### config.mk
export PLATFORM = sky130hd
export DESIGN_NAME = gtb_rsp_fifo_flat
export DESIGN_NICKNAME = d
export VERILOG_FILES = /design/src/rtl/gtb_pkg.sv /design/src/rtl/gtb_rsp_if.sv /design/src/rtl/gtb_rsp_fifo.sv /design/src/flat_wrapper.sv
export SDC_FILE = /design/constraint.sdc
export NUM_CORES = 1
export LEC_CHECK = 0
export BUFFER_PORTS_ARGS = -buffer_cell sky130_fd_sc_hd__buf_4
export CORE_ASPECT_RATIO = 1.75
export CORE_MARGIN = 2
export CORE_UTILIZATION = 55
export DETAILED_ROUTE_END_ITERATION = 8
export GPL_TIMING_DRIVEN = 0
export PLACE_DENSITY = 0.72
export SYNTH_ARGS = -nofsm -noshare
export SYNTH_HDL_FRONTEND = slang
export SYNTH_SLANG_ARGS = --single-unit
### constraint.sdc
create_clock -name clock -period 6.2 [get_ports clock]
set_input_delay 1.24 -clock clock [delete_from_list [all_inputs] [get_ports clock]]
set_output_delay 1.24 -clock clock [all_outputs]
set_load 0.005 [all_outputs]
### src/rtl/gtb_pkg.sv
package gtb_pkg;

   localparam int FRAC_BITS_DEFAULT  = 12;
   localparam int TANH_DEPTH_DEFAULT = 256;

   // result buffer, holds every transaction in flight
   localparam int FIFO_DEPTH = 16;

   // q2.30 constants
   localparam logic signed [31:0] K_SQRT2PI = 32'sd856722022;
   localparam logic signed [31:0] K_CUBIC   = 32'sd48012366;
   localparam logic signed [31:0] K_POLY    = 32'sd144037097;
   localparam logic [63:0]        Q30_ONE   = 64'd1073741824;

   typedef struct packed {
      logic signed [15:0] grad_in;
      logic               saturated;
   } rsp_item_type;

   // shift right by s, round to nearest, ties away from zero
   function automatic logic signed [63:0] rnd_away(input logic signed [63:0] v,
                                                   input int unsigned s);
      logic signed [63:0] half;
      half = 64'sd1 <<< (s - 1);
      if (v[63]) begin
         half = half - 64'sd1;
      end
      return (v + half) >>> s;
   endfunction

endpackage

### src/rtl/gtb_rsp_if.sv
interface gtb_rsp_if;
   logic               valid;
   logic               ready;
   logic signed [15:0] grad_in;
   logic               saturated;

   modport source (output valid, output grad_in, output saturated, input ready);
   modport sink (input valid, input grad_in, input saturated, output ready);
endinterface

### src/rtl/gtb_rsp_fifo.sv
module gtb_rsp_fifo (
   input  logic                  clock,
   input  logic                  reset,
   input  logic                  wr_valid,
   input  gtb_pkg::rsp_item_type wr_item,
   gtb_rsp_if.source             rsp_if
);

   localparam int PW = $clog2(gtb_pkg::FIFO_DEPTH);

   gtb_pkg::rsp_item_type mem [gtb_pkg::FIFO_DEPTH];

   logic [PW:0]           wr_ptr_in, wr_ptr_ff;
   logic [PW:0]           rd_ptr_in, rd_ptr_ff;
   logic                  rd_acc;
   gtb_pkg::rsp_item_type head;

   assign head          = mem[rd_ptr_ff[PW-1:0]];
   assign rsp_if.valid     = (wr_ptr_ff != rd_ptr_ff);
   assign rsp_if.grad_in   = head.grad_in;
   assign rsp_if.saturated = head.saturated;
   assign rd_acc        = rsp_if.valid && rsp_if.ready;

   always_comb begin
      wr_ptr_in = wr_ptr_ff + (PW + 1)'(wr_valid);
      rd_ptr_in = rd_ptr_ff + (PW + 1)'(rd_acc);
   end

   always_ff @(posedge clock) begin
      if (reset) begin
         wr_ptr_ff <= '0;
         rd_ptr_ff <= '0;
      end else begin
         wr_ptr_ff <= wr_ptr_in;
         rd_ptr_ff <= rd_ptr_in;
      end
   end

   always_ff @(posedge clock) begin
      if (wr_valid) begin
         mem[wr_ptr_ff[PW-1:0]] <= wr_item;
      end
   end

endmodule

### src/flat_wrapper.sv
// flat-port wrapper written by rule: the top's interface ports become plain ports
module gtb_rsp_fifo_flat 
  (clock, reset, wr_valid, wr_item, rsp_if_valid, rsp_if_grad_in, rsp_if_saturated, rsp_if_ready);
  gtb_rsp_if rsp_if_i ();
  input  logic clock;
  input  logic reset;
  input  logic wr_valid;
  input  gtb_pkg::rsp_item_type wr_item;
  output wire logic [$bits(rsp_if_i.valid)-1:0] rsp_if_valid;
  output wire logic [$bits(rsp_if_i.grad_in)-1:0] rsp_if_grad_in;
  output wire logic [$bits(rsp_if_i.saturated)-1:0] rsp_if_saturated;
  input wire logic [$bits(rsp_if_i.ready)-1:0] rsp_if_ready;
  assign rsp_if_valid = rsp_if_i.valid;
  assign rsp_if_grad_in = rsp_if_i.grad_in;
  assign rsp_if_saturated = rsp_if_i.saturated;
  assign rsp_if_i.ready = rsp_if_ready;
  gtb_rsp_fifo u_core (.clock(clock), .reset(reset), .wr_valid(wr_valid), .wr_item(wr_item), .rsp_if(rsp_if_i));
endmodule
* Word-level counts from Yosys, hierarchy flattened
Memory sizes are Yosys's and may differ from the RTL's. A register that Yosys moved wholly into a read port is not among the register bits. Index checks and enable logic that the tools add are counted.
Word-level totals: bits in registers 10, RAM bits 272, input bits 21, output and inout bits 18, word-level logic and storage cells 10, memories kept 1
Cells by class: add/subtract/negate cells 2, eq/ne operators 1, multiplexer cells 3, reductions and logical operators 1
Memories:
- u_core.mem | depth 16, bits a word 17, rd ports 1, clocked after memory_dff 1, write ports 1, line gtb_rsp_fifo.sv:11 | gtb_pkg::rsp_item_type mem [gtb_pkg::FIFO_DEPTH];
Operators by type and width (count):
- adder 5 x 1 -> 5 bit | 2
- inequality test 5 bit | 1
- 2-to-1 mux 4 bit | 1
- 2-to-1 mux 1 bit | 2
- logical AND 1 bit | 1

* Longest topological paths before layout
depth in word-level cells 4, depth in mapped cells 12

* Worst setup path after synthesis
No wires, ideal clock.
path type input to register, start input wr_valid, end memory u_core.mem[0][0] in the netlist's numbering (enable), arrival 2928 ps, setup slack 2860 ps, cell stages on the path 2, path through or3b_2 > nor3_1
On the way: longest elaborated chain between the ends 2
RTL lines:
- start, declared | line flat_wrapper.sv:7 | input logic wr_valid;
- 2-to-1 mux 1 bit | line gtb_rsp_fifo.sv:40 | if (wr_valid) begin
- 2-to-1 mux 1 bit (implied by the code) | line gtb_rsp_fifo.sv:41 | mem[wr_ptr_ff[PW-1:0]] <= wr_item;
- end, declared | line gtb_rsp_fifo.sv:11
Every way passes these cells.

==> key figures <==
Die
  • Die Area: approximately 21000 sq um
  • Die Span Y: between 150 and 200 um
  • Die width: ~110 um
  • Core Area: ~20000 sq um
  • FP Rows: between 60 and 70
  • # IOs: 39
  • Starting density of the core: roughly 55%

Logic synthesis
  • Mapped Area: between 10000 and 15000 sq um
  • Post-Syn Instances: between 400 and 500
  • EDFF count, synth: around 270
  • Primary FF master, synth: edfxtp_1
  • Mapped Nets: 521
  • #FFs+latches synth: between 200 and 300
  • Distinct cells, synth: 28
  • Asr flop ratio synth: 0%
  • Ys Warns: 0
  • Syn_area_per_cell: between 20 and 25 sq um
  • Largest area contributor in the netlist: edfxtp_1
  • Share of the synthesized area in the top cell type: between 70 and 80%
  • Synth area leaders: edfxtp_1 (75%), mux4_2 (13%), mux2i_1 (2.4%)
  • Seq/Total Area, Yosys: about 77%

STA
  • Tightest Pin Transition: 932.4 ps
  • Clk_skew: 9.406 ps
  • Unrepaired setup endpoints after global routing: false
  • Fin crit share: between 60 and 70%
  • Fin Setup TNS: 0 ps
  • Hold Vio Cnt, Final: 0
  • Slew HR: a little under two fifths
  • # setup viols final: 0
  • Slew Limit Fails: 0
  • Minimum clock period: between 4000 and 5000 ps
  • Fmax achieved: around 240 MHz

Clock tree
  • Clk slew on worst S/H paths: 70 ps
  • Clock Sinks: 282
  • CTS tree: done
  • H-tree levels: 1
  • Clock latency at the later pin of the worst-skew pair: 520 ps
  • Number of gates resized after CTS: 0
  • Clock Tree Buf Depth: 3
  • CTS buffer count: 24
  • Clock Root Buffer: clkbuf_16
  • Hold Buf Count CTS: 0
  • Post CTS Setup Buffer Count: 0

GRT
  • First-pass GRT wire length: 34540 um
  • Largest net degree at the start of global routing: 17
  • Vias in the first global route: roughly 5700
  • Overflow after GRT: 0
  • GRT Overall Usage: between 20% and 30%
  • Initial antenna violation count: 0

Critical path
  • Crit path kind: register to primary output
  • Most frequent CP cell: mux4_2
  • Worst path required time: 4960 ps
  • CP Cell Sequence: buf_2 > clkbuf_1 > mux4_2 > mux4_2 > buf_4
  • Nature of the critical path startpoint: register
  • CP arrival: 2850 ps
  • Top delay family on crit path: buffers and inverters
  • CP Max Fanout: 10
  • Max incr delay on CP: between 600 and 700 ps
  • Critical path's slowest cell: clkbuf_1
  • WP buf/inv: 3
  • Critical path endpoint category: primary output

Cells and area
  • FILL cells: 1292
  • Layout cells sized above 1: 31.76%
  • Area grow syn2layout: 16.42%
  • # diodes: 0
  • Nets: roughly 600
  • Multi-input logic area: around 2400 sq um
  • Storage cell area: 8368 sq um

Power and ir drop
  • Worst vdd ir: ~0.00025 V
  • PwrDens: ~330 nW/um^2
  • Tot Pwr: between 4 and 5 mW
  • Leak: 4.002 nW

Drt
  • DRC: 0
  • Vias after detailed routing: between 5000 and 6000
  • Starting DRT DRC Count: about 360
  • Routed length per placed instance: 27.31 um
  • Vias per cell: between 6 and 7
  • Drt total wl: 22940 um
  • Routed Antenna Nets: 0
  • Detailed Routing Iterations Pass 1: 4

Status
  • Outcome: complete, no violations

Placed design
  • Port Buffers: 37
  • Gp weighted congestion: approximately 0.76
  • DP HPWL: approximately 15000 um

Min path
  • HP Class: register to register

Run
  • Max-cap violations: 0
[worst paths after layout]
path / endpoint / cells after the start / slack, ps / from
worst min register to register: u_core.wr_ptr_ff[4] / 2 / 540 / u_core.wr_ptr_ff[4]
worst min-delay path: u_core.wr_ptr_ff[4] / 2 / 540 / u_core.wr_ptr_ff[4]
worst max-delay path: rsp_if_grad_in[9] / 5 / 2110 / u_core.rd_ptr_ff[1]
worst max register to register: u_core.rd_ptr_ff[4] / 11 / 3590 / u_core.rd_ptr_ff[1]
[cell families after synthesis]
group,count (synthesis),synth area share (%)
flip-flops,282,77.12
multiplexers,91,15.89
AND/OR/NAND/NOR,52,2.329
AO/OA/AOI/OAI,28,1.891
buffers and inverters,28,1.418
XOR/XNOR,11,0.8879
adder cells (fa/ha/maj),4,0.4613
[where the power goes]
| part | leakage [nW] | internal (mW) | total, mW | switching [mW] |
|---|---|---|---|---|
| registers | 2.54 | 2.11 | 2.12 | 0.00823 |
| clock network | 0.388 | 0.859 | 1.51 | 0.651 |
| logic | 1.08 | 0.255 | 0.485 | 0.230 |
| total | 4.00 | 3.23 | 4.12 | 0.889 |
[flip-flops by register name, summed over array words and instances, names as in the netlist]
| register | cells |
|---|---|
| u_core.mem | 272 |
| u_core.rd_ptr_ff | 5 |
| u_core.wr_ptr_ff | 5 |
[routing by layer]
metal / routed length (um) / share of wire [%] / vias to the layer above / GRT usage [%]
li1: - / - / 2221 / -
met1: 8556 / 37 / 2746 / 30.20
met2: 12270 / 53 / 198 / 39.83
met3: 1279 / 5.6 / 50 / 2.980
met4: 839 / 3.7 / 0 / 9.471
met5: 0 / 0 / - / 0
[worst reg2reg max path, delay by kind of cell, from the launching register on]
| kind | cells | cell delay, ps |
|---|---|---|
| buffers and inverters | 3 | 960 |
| and+or+nand+nor | 4 | 470 |
| adders and majority gates | 2 | 390 |
| DFF | 1 | 360 |
| xor gates and xnor gates | 2 | 330 |
[cell usage after synthesis (6+ instances only)]
cell type and instances:
a221oi_1 12, a22oi_1 6, buf_2 9, buf_4 6, clkbuf_1 9, dfxtp_1 10, edfxtp_1 272, mux2i_1 26
mux4_2 65, nand2_1 8, nor2_1 18, nor2b_1 8, o21ai_0 6, xor2_1 6
[cell type report]
type                    instances  area share (%)
inverters                       1         0.02971
multi-input cells             186           18.83
clock buffers                  27           5.012
plain buffers                  27           1.189
well taps                     245           2.427
clock inverters                17           1.248
flip-flops and latches        282           66.24
repair buffers                 55           5.022
[metrics by stage]
| stage | utilization (%) | hold slack (ps) | setup slack, ps | cells | area [sq um] |
|---|---|---|---|---|---|
| finish | 64.55 | 544.4 | 2113 | 840 | 12630 |
| floorplan | - | 498.1 | 2860 | 496 | 10850 |
| global placement | 58.43 | 519.0 | 1525 | 778 | 11430 |
| global route | 64.55 | 573.8 | 2046 | 840 | 12630 |
| detailed placement | 60.51 | 526.0 | 2670 | 796 | 11840 |
| CTS | 64.55 | 546.3 | 2095 | 840 | 12630 |
[placed cells by master (no fill, tap or decap), drive strengths merged]
cell type and instances:
a21oi 2, nor3 5, inv 1, clkbuf 36
nor2b 8, ha 4, nand3b 2, nor2 18
nand3 5, clkinvlp 1, mux2i 26, bufinv 3
o21ai 6, nand2b 2, nand2 8, edfxtp 272
xnor2 5, xor2 6, buf 73, mux4 65
dfxtp 10, a22oi 6, a221oi 12, and2 3
or3b 1, a211oi 2, clkinv 13
(Power assumes the default switching activity.)
